File: config.mk
export PLATFORM = sky130hd
export DESIGN_NAME = twc_front
export DESIGN_NICKNAME = d
export VERILOG_FILES = /design/src/rtl/core/twc_pkg.sv /design/src/rtl/core/twc_front.sv
export SDC_FILE = /design/constraint.sdc
export NUM_CORES = 1
export LEC_CHECK = 0
export ABC_AREA = 0
export BUFFER_PORTS_ARGS = -buffer_cell sky130_fd_sc_hd__buf_2
export CAP_MARGIN = 20
export CORE_MARGIN = 2
export CORE_UTILIZATION = 47
export CTS_CLUSTER_DIAMETER = 80
export DETAILED_ROUTE_END_ITERATION = 16
export PLACE_DENSITY = 0.85
export SLEW_MARGIN = 20
export SYNTH_ARGS = -nofsm -noshare
export SYNTH_HDL_FRONTEND = slang
export SYNTH_SLANG_ARGS = --single-unit
export TNS_END_PERCENT = 100
File: constraint.sdc
create_clock -name clock -period 8.8 [get_ports clock]
set_input_delay 0.88 -clock clock [delete_from_list [all_inputs] [get_ports clock]]
set_output_delay 0.88 -clock clock [all_outputs]
set_load 0.05 [all_outputs]
File: src/rtl/core/twc_pkg.sv
// Shared types and constants of the textured wall column block.
// Used by twc_front, twc_back and textured_wall_column.
package twc_pkg;

   localparam int SCREEN_ROWS_DEF = 1024;
   localparam int TEX_WIDTH = 64;
   localparam int TEX_HEIGHT = 64;
   localparam int TEX_COUNT = 4;
   localparam int STORE_DEPTH = 16384;
   localparam int ADDR_W = $clog2(STORE_DEPTH);
   localparam int COL_W = 6;
   localparam int ROW_W = 6;
   localparam int TNUM_W = $clog2(TEX_COUNT);
   localparam int TEX_ROW_W = $clog2(TEX_HEIGHT);
   localparam int TEX_NUM_W = $clog2(TEX_HEIGHT) + 17;

   localparam logic [1:0] MODE_SETUP = 2'd0;
   localparam logic [1:0] MODE_PIXEL = 2'd1;
   localparam logic [1:0] MODE_TEXEL = 2'd2;

   localparam logic [7:0] SUB_X_NEG = 8'd49;
   localparam logic [7:0] SUB_Y_POS = 8'd48;
   localparam logic [7:0] SUB_X_POS = 8'd47;
   localparam logic [7:0] SUB_Y_NEG = 8'd46;
   localparam logic [23:0] SHADE_MASK = 24'h7F7F7F;

   typedef struct packed {
      logic [1:0]  mode;
      logic        hit_side;
      logic [31:0] side_dist;
      logic [31:0] delta_dist;
      logic [23:0] dir_along;
      logic [23:0] dir_across;
      logic [23:0] pos_along;
      logic [7:0]  wall_code;
      logic [13:0] texel_index;
      logic [23:0] texel_color;
   } item_type;

endpackage

File: src/rtl/core/twc_front.sv
// Front part: accepts request beats, drops unused modes and queues the rest.
// Depends on twc_pkg.
module twc_front (
   input  logic               clock,
   input  logic               reset,
   input  logic               req_valid,
   output logic               req_ready,
   input  twc_pkg::item_type  req_item,
   output logic               item_valid,
   input  logic               item_pop,
   output twc_pkg::item_type  item
);

   twc_pkg::item_type entries_ff [2];
   logic       wr_ptr_ff;
   logic       rd_ptr_ff;
   logic [1:0] count_ff;
   logic [1:0] count_in;
   logic       push;
   logic       pop;
   logic       mode_used;

   assign mode_used = (req_item.mode == twc_pkg::MODE_SETUP) ||
                      (req_item.mode == twc_pkg::MODE_PIXEL) ||
                      (req_item.mode == twc_pkg::MODE_TEXEL);
   assign req_ready = (count_ff != 2'd2);
   assign push = req_valid && req_ready && mode_used;
   assign item_valid = (count_ff != 2'd0);
   assign pop = item_valid && item_pop;
   assign item = entries_ff[rd_ptr_ff];
   assign count_in = count_ff + {1'b0, push} - {1'b0, pop};

   always_ff @(posedge clock) begin
      if (push) begin
         entries_ff[wr_ptr_ff] <= req_item;
      end
   end

   always_ff @(posedge clock) begin
      if (reset) begin
         wr_ptr_ff <= 1'b0;
         rd_ptr_ff <= 1'b0;
         count_ff <= 2'd0;
      end else begin
         if (push) wr_ptr_ff <= ~wr_ptr_ff;
         if (pop) rd_ptr_ff <= ~rd_ptr_ff;
         count_ff <= count_in;
      end
   end

   assert property (@(posedge clock) disable iff (reset)
      (count_ff == 2'd2) |-> !req_ready)
      else $error("queue full but ready high");
   assert property (@(posedge clock) disable iff (reset)
      (count_ff == 2'd0) |-> !item_valid)
      else $error("empty queue shows an item");
   assert property (@(posedge clock) disable iff (reset)
      (push && !pop) |=> (count_ff == $past(count_ff) + 2'd1))
      else $error("queue count lost a push");

endmodule

# Word level (Yosys, flattened, before mapping)
# Memory sizes are Yosys's and may differ from the RTL's. A register that Yosys moved wholly into a read port is not among the register bits.
# Cells that the tools add are included.
# word_totals
inputBits	189
n_memories	1
register_bits	4
ram_bits	370
out_inout_bits	187
wordCells	22
# classes
bitwise	2
n_addsub	2
eq_ne	3
n_reduce_logical	7
n_mux	4
# memory_table
name	depth	width	rd	rd_clocked_by_memory_dff	write_ports	line_no	source
entries_ff	2	185	1	1	1	twc_front.sv:14	twc_pkg::item_type entries_ff [2];
# op_table
operator	n
$mux 1	4
$logic_and 1x1->1	3
$add 2x1->2	1
$eq 2x1->1 const B	1
$eq 2x2->1 const B	1
$logic_not 2->1	1
$logic_or 1x1->1	2
$ne 2x2->1 const B	1
$not 1->1	2
$reduce_bool 2->1	1
$sub 2x1->2	1

# Logic depth before layout (Yosys ltp)
# Gate-level depths: netlist of the first run.
# depth
word_depth	6
ltp_mapped	7
depth_no_buf	7

# Least setup slack after synthesis of the first run
# No wires, ideal clock.
# synth_timing
kind	input to register
start	input port req_valid
end	memory entries_ff[0][0] (netlist bit), enable pin
arrival_time_ns	8.868
cell_stages	3
n_path_buf	0
required_time_ns	8.066
setup_time_ns	0.734
setup_slack_ns	-0.802
cell_sequence	a21boi_4 > nand2_1 > nor2_1
# synth_via
elab_chain_len	4
# synth_lines
item	line_no	source
start, declared	twc_front.sv:6	input logic req_valid,
$logic_and 1x1->1 (2 in series)	twc_front.sv:27	assign push = req_valid && req_ready && mode_used;
$mux 1	twc_front.sv:34	if (push) begin
$mux 1 (not written as such)	twc_front.sv:35	entries_ff[wr_ptr_ff] <= req_item;
end, declared	twc_front.sv:14	
# No other way between the ends.

==> metrics.txt, run 1 <==
CP max FO a little under 80; Skew-Pair Late Insertion Delay around 0.50 ns; Port Buffers 375; fin crit period 3.77 ns; VDD IR max 190 µV; Row Count 62; final hold viol count 0; Setup crit start kind register; final setup margin just over 5 ns; share of layout cells above drive strength 1 0.422; CP required 7.92 ns; Final Setup Violations 0; Setup TNS 0 ns; CP delay by family, top buffers and inverters; Clock Skew roughly 0.0072 ns; CTS Buffer Depth 3; Synth Flop Type edfxtp_1; number of distinct library cells after synthesis 22; Max H-tree Level 2; CTS tree built; Post-CTS Resized 0; Mapped Avg Cell Area 22.4 µm²; Routed Wire Length 26900 µm; post-route ant nets 0; initial DRC count between 400 and 500; placeable core area 0.0285 mm²; #FFs+latches synth 375; reg-to-reg startpoint count_ff[0]; worst hold path class register to register; area occupied by multi-input gates 0.00227 mm²; relative slew slack 0.295; status complete, no violations; Initial Util 0.476; post-CTS setup buffers 0; crit path cell chain buf_4 -> mux2_1 -> buf_2; number of top-level pins 376; Post-Syn Nets 797; vias per std cell roughly 5; Total GRT Usage 0.173; Critical Path End Type output port; start point of the worst hold path rd_ptr_ff; first-pass GRT wire length 40400 µm; Power Density a little under 300 mW/mm²; sequential share of the synthesized area 0.826; initial antenna violation count 6; Max Transition Viols Final 0; Reg area 0.0112 mm²; root buffer cell clkbuf_16; final critical-path share of the clock period 0.429; worst path bufs/invs 2; hold_buf cts 0; CP max stage delay 0.87 ns; vias 7044; total power draw approximately 5.0 mW; number of synthesized flops with an enable pin 370; Synth async-reset ratio 0; Pre-antenna DRT Iters 5; dpl ws 5.52 ns; clock buffer count from CTS 38; Post-Syn Area 0.0136 mm²; Post-DP HPWL 17600 µm; Slowest cell on crit path buf_4; CP Class register to output port; vias in the first global route between 7000 and 8000; per-cell routed wire length 18.9 µm; Layout area overhead 25.5%; residual DRC count 0; Post-layout nets 1196; crit path DAT 2.89 ns; Gate Count Post-Synth 607; Remaining Overflow, GRT 0; clock-pin slew on the worst setup and hold paths 0.06 ns; Clock Sinks roughly 380; die span in y about 170 µm; max_cap viols 0; RSZ-0062 raised after global routing false; Util after Layout 0.597; Max Clk Rate 0.265 GHz; Die Width 174 µm; Least-Margin Pin Slew 1.06 ns; Synth warnings 0; final estimated routing congestion in global placement 0.808; fillers 2094; largest net degree at the start of global routing 166; die area 0.0303 mm²; Leakage 6.33 nW
layout make-up:
cell class,count,share of cell area
Multi-Input combinational cell,211,0.133
Timing Repair Buffer,380,0.113
Sequential cell,375,0.658
Clock buffer,46,0.0588
Tap cell,384,0.0282
Clock inverter,20,0.00727
Antenna cell,5,0.000735
registers in the layout, indices dropped and copies added (netlist names), named ones only:
| name | flops |
|---|---|
| entries_ff | 370 |
| count_ff | 2 |
| wr_ptr_ff | 1 |
| rd_ptr_ff | 1 |
power breakdown:
part | internal, mW | leakage, nW | switching [mW]
sequential | 2.15 | 3.47 | 0.0579
combinational | 0.326 | 2.32 | 1.04
clock | 0.838 | 0.543 | 0.613
total | 3.32 | 6.33 | 1.71
path summary, 6_finish.rpt:
path | slack [ns] | endpoint | cells after the start
hold / removal | 0.50 | rd_ptr_ff | 2
hold reg to reg | 0.50 | rd_ptr_ff | 2
setup / recovery | 5.03 | item[129] | 3
setup reg to reg | 6.23 | entries_ff[0][111] | 4
per-layer routing:
metal,GRT usage,vias to the layer above,part of all wire
li1,-,3220,-
met1,0.195,3461,0.36
met2,0.315,293,0.53
met3,0.0431,68,0.072
met4,0.0672,2,0.036
met5,0,-,0.00048
layout by cell type, fill, tap and decap left out:
cell type,instances
nor2b_1,1
diode_2,5
nor2_1,5
or3_1,1
buf_12,1
clkinv_1,10
and2b_1,1
nand2b_1,1
o21ai_0,1
bufinv_16,1
a21oi_1,2
nor2_4,1
buf_2,375
dfxtp_1,4
clkinvlp_4,3
nand3_1,1
a211oi_1,1
inv_6,1
ha_1,1
xor2_1,2
and3_4,1
clkbuf_16,39
or2_1,1
nand2_1,3
clkbuf_1,7
nor2b_4,1
mux2_4,1
a21boi_4,1
mux2_1,185
edfxtp_1,370
clkinv_2,5
buf_4,4
dfxtp_4,1
through the flow:
| stage | cell area [µm²] | instances | hold WS (ns) |
|---|---|---|---|
| 2_1_floorplan | 13600 | 607 | 0.472 |
| 3_3_place_gp | 15900 | 1350 | 0.483 |
| 3_5_place_dp | 15900 | 1350 | 0.493 |
| 4_1_cts | 17000 | 1416 | 0.509 |
| 5_1_grt | 17000 | 1420 | 0.539 |
| 6_report | 17000 | 1421 | 0.504 |
logic make-up (layout without fill, tap and decap cells):
kind of cell,count (synthesis),after routing,synth area share
AOI/OAI and AO/OA,5,5,0.00304
adders and majority gates,1,1,0.000922
DFF,375,375,0.826
muxes,186,186,0.155
xor gates and xnor gates,2,2,0.00129
buffers and inverters,21,446,0.00765
other,0,5,0
and+or+nand+nor,17,17,0.00673
cells in the mapped netlist (all sizes together), types with 2 or more instances:
master    n  area (µm²)
nand2     3        11.3
dfxtp     5         100
xor2      2        17.5
mux2    186        2100
nor2      6        22.5
buf      20         100
edfxtp  370       11100
a21oi     2        10.0
nor2b     2        20.0
worst reg2reg max path, delay by kind of cell (launching register included):
| family | cells | cell delay (ns) |
|---|---|---|
| and+or+nand+nor | 3 | 0.91 |
| DFF | 1 | 0.42 |
| buffers and inverters | 1 | 0.72 |
Power figures use the tool's default switching activity.
==> inputs of run 2 (changes only) <==
- ABC_AREA: 0 -> 1
- PLACE_DENSITY: 0.85 -> 0.84
- clock period: 8.8 -> 3.3 ns (I/O delays scaled with it)
==> metrics.txt, run 2 <==
status complete, no violations (unchanged); clock-pin slew on the worst setup and hold paths 0.05 ns (was 0.06 ns); Critical Path End Type output port (unchanged); Mapped Avg Cell Area 23.2 µm² (was 22.4 µm²); root buffer cell clkbuf_16 (unchanged); post-CTS setup buffers 0 (unchanged); final setup margin 0.674 ns (was 5.03 ns); vias 7836 (was 7044); Clock Power Share 0.279 (was 0.289); top register by number of flip-flops entries_ff (unchanged); Row Count 63 (was 62); number of top-level pins 376 (unchanged); Post-CTS Resized 0 (unchanged); Post-Syn Area 0.0142 mm² (was 0.0136 mm²); final estimated routing congestion in global placement 0.750 (was 0.808); CP required 2.97 ns (was 7.92 ns); placed cells 1373 (was 1350); largest net degree at the start of global routing 101 (was 166); residual DRC count 0 (unchanged); switching share of power 0.347 (was 0.340); #FFs+latches synth 375 (unchanged); clock buffer count from CTS 39 (was 38); CTS tree built (unchanged); worst hold path class input pin to register (was register to register); largest cells by area after synthesis edfxtp_1 (78%), mux2_4 (16%), mux2_2 (2.8%) (was edfxtp_1 (82%), mux2_1 (15%), buf_2 (0.74%)); fin crit period approximately 2.6 ns; Die Width 178 µm (was 174 µm); Synth async-reset ratio 0 (unchanged); post-route cell area 0.0196 mm² (was 0.0170 mm²); crit path DAT 2.30 ns (was 2.89 ns); Comb power frac 0.328 (was 0.272); die area 0.0317 mm² (was 0.0303 mm²); Yosys top cell area share 0.781 (was 0.818); most common cell in the netlist edfxtp_1 (unchanged); Layout area overhead 37.9% (was 25.5%); Pre-antenna DRT Iters 4 (was 5); CP max FO 43 (was 78); max_cap viols 0 (unchanged); Remaining Overflow, GRT 0 (unchanged); Final Setup Violations 0 (unchanged); initial DRC count 473 (was 446); Max Transition Viols Final 0 (unchanged); placeable core area 0.0297 mm² (was 0.0285 mm²); Setup crit start kind register (unchanged); initial antenna violation count 2 (was 6); vias per std cell 4.85 (was 4.96); Clock Sinks 375 (unchanged); sequential share of the synthesized area 0.788 (was 0.826); Seq pwr share 0.393 (was 0.440); CTS Buffer Depth 3 (unchanged); commonest non-fill, non-tap cell in the layout buf_2 (unchanged); largest area contributor in the netlist edfxtp_1 (unchanged); Power Density 788 mW/mm² (was 295 mW/mm²); number of distinct library cells after synthesis 14 (was 22); Internal Power 10.1 mW (was 3.32 mW); relative slew slack 0.486 (was 0.295); post-route ant nets 0 (unchanged); Port Buffers 375 (unchanged); Initial Util 0.479 (was 0.476); VDD IR max 608 µV (was 190 µV); post-route insts no fill 1615 (was 1421); hold_buf cts 168 (was 0); biggest regs entries_ff x370, count_ff x2 (unchanged); Post-layout nets 1385 (was 1196); share of layout cells above drive strength 1 0.524 (was 0.422); total power draw 15.5 mW (was 5.03 mW); CP Class register to output port (unchanged); dpl ws 1.17 ns (was 5.52 ns); Switching Power 5.35 mW (was 1.71 mW); Routed Wire Length 31400 µm (was 26900 µm); Synth Flop Type edfxtp_1 (unchanged); Post-Syn Nets 804 (was 797); number of synthesized flops with an enable pin 370 (unchanged); Skew-Pair Late Insertion Delay 0.52 ns (was 0.50 ns); vias in the first global route 8587 (was 7477); most frequent cells in the layout buf_2 (375), edfxtp_1 (370), dlygate4sd3_1 (171) (was buf_2 (375), edfxtp_1 (370), mux2_1 (185)); Max H-tree Level 2 (unchanged); Post-DP HPWL 18400 µm (was 17600 µm); Least-Margin Pin Slew 0.771 ns (was 1.06 ns); final hold viol count 0 (unchanged); final critical-path share of the clock period 0.796; Leakage 7.68 nW (was 6.33 nW); max FFs per register 370 (unchanged); die span in y 178 µm (was 174 µm); first-pass GRT wire length 46100 µm (was 40400 µm); per-cell routed wire length 19.4 µm (was 18.9 µm); Gate Count Post-Synth 614 (was 607); fillers 1883 (was 2094); Clock Skew 0.0122 ns (was 0.00716 ns); DP Area 0.0166 mm² (was 0.0159 mm²); most frequent cells after synthesis edfxtp_1 (370), mux2_4 (150), mux2_2 (35) (was edfxtp_1 (370), mux2_1 (185), buf_2 (20)); Synth warnings 0 (unchanged); Setup TNS 0 ns (unchanged); Total GRT Usage 0.192 (was 0.173); RSZ-0062 raised after global routing false (unchanged); Max Clk Rate 0.381 GHz
-- run 2: changes by cell type in the layout (fill, tap and decap cells not counted), sizes merged, moves of 2 or more --
cell,delta
nor2b,-2
buf,+10
dlygate4sd3,+171
diode,-3
inv,+11
bufinv,+4
clkinvlp,-3
nand2,+5
-- run 2: cell families after synthesis --
group / count (synthesis) / synth area share
adder cells (fa/ha/maj): 1 / 0.000880
buffers and inverters: 30 / 0.0177
AND/OR/NAND/NOR: 17 / 0.00466
multiplexers: 185 / 0.186
flip-flops: 375 / 0.788
AO/OA/AOI/OAI: 5 / 0.00176
XOR/XNOR: 1 / 0.000616
-- run 2: critical path, stage by stage (launching register included) --
cell	delay, ns
dfxtp_4	0.85
buf_4	0.34
mux2_2	0.36
buf_2	0.22
-- run 2: path summary, 6_finish.rpt --
path	to	cells past startpoint	from	slack, ns
setup / recovery	item[6]	3	register	0.67
setup reg to reg	entries_ff[1][56]	5	count_ff[0]	1.55
hold reg to reg	register	2	rd_ptr_ff	0.49
hold / removal	entries_ff[1][137]	1	req_item[137]	0.02
-- run 2: routing by layer --
layer	part of all wire	vias to the layer above	global-route usage
met4	0.027	0	0.0622
met1	0.36	3832	0.210
met2	0.53	343	0.359
li1	-	3596	-
met5	0	-	0
met3	0.078	65	0.0529
-- run 2: final cells by class --
type	instances	area, µm²	share of cell area
repair buffers	561	3810	0.194
well taps	390	488	0.0249
diodes	2	5.00	0.000255
clock inverters	23	255	0.0130
inverters	9	33.8	0.00172
multi-input cells	209	2800	0.143
flip-flops and latches	375	11200	0.572
clock buffers	46	1000	0.0511
-- run 2: stage by stage --
stage	util	hold slack (ns)
2_1_floorplan	-	0.394
3_3_place_gp	0.560	0.450
3_5_place_dp	0.560	0.470
4_1_cts	0.659	0.00143
5_1_grt	0.660	0.000337
6_report	0.660	0.0225
-- run 2: power groups by stage --
stage                     combinational [mW]  sequential [mW]  clock, mW
final                                   5.07             6.07       4.32
after global routing                    5.29             6.12       4.59
after CTS                               5.07             6.07       4.39
after detailed placement                4.88             6.16          0
after global placement                  4.84             6.12          0
after floorplan                         3.99             6.08          0
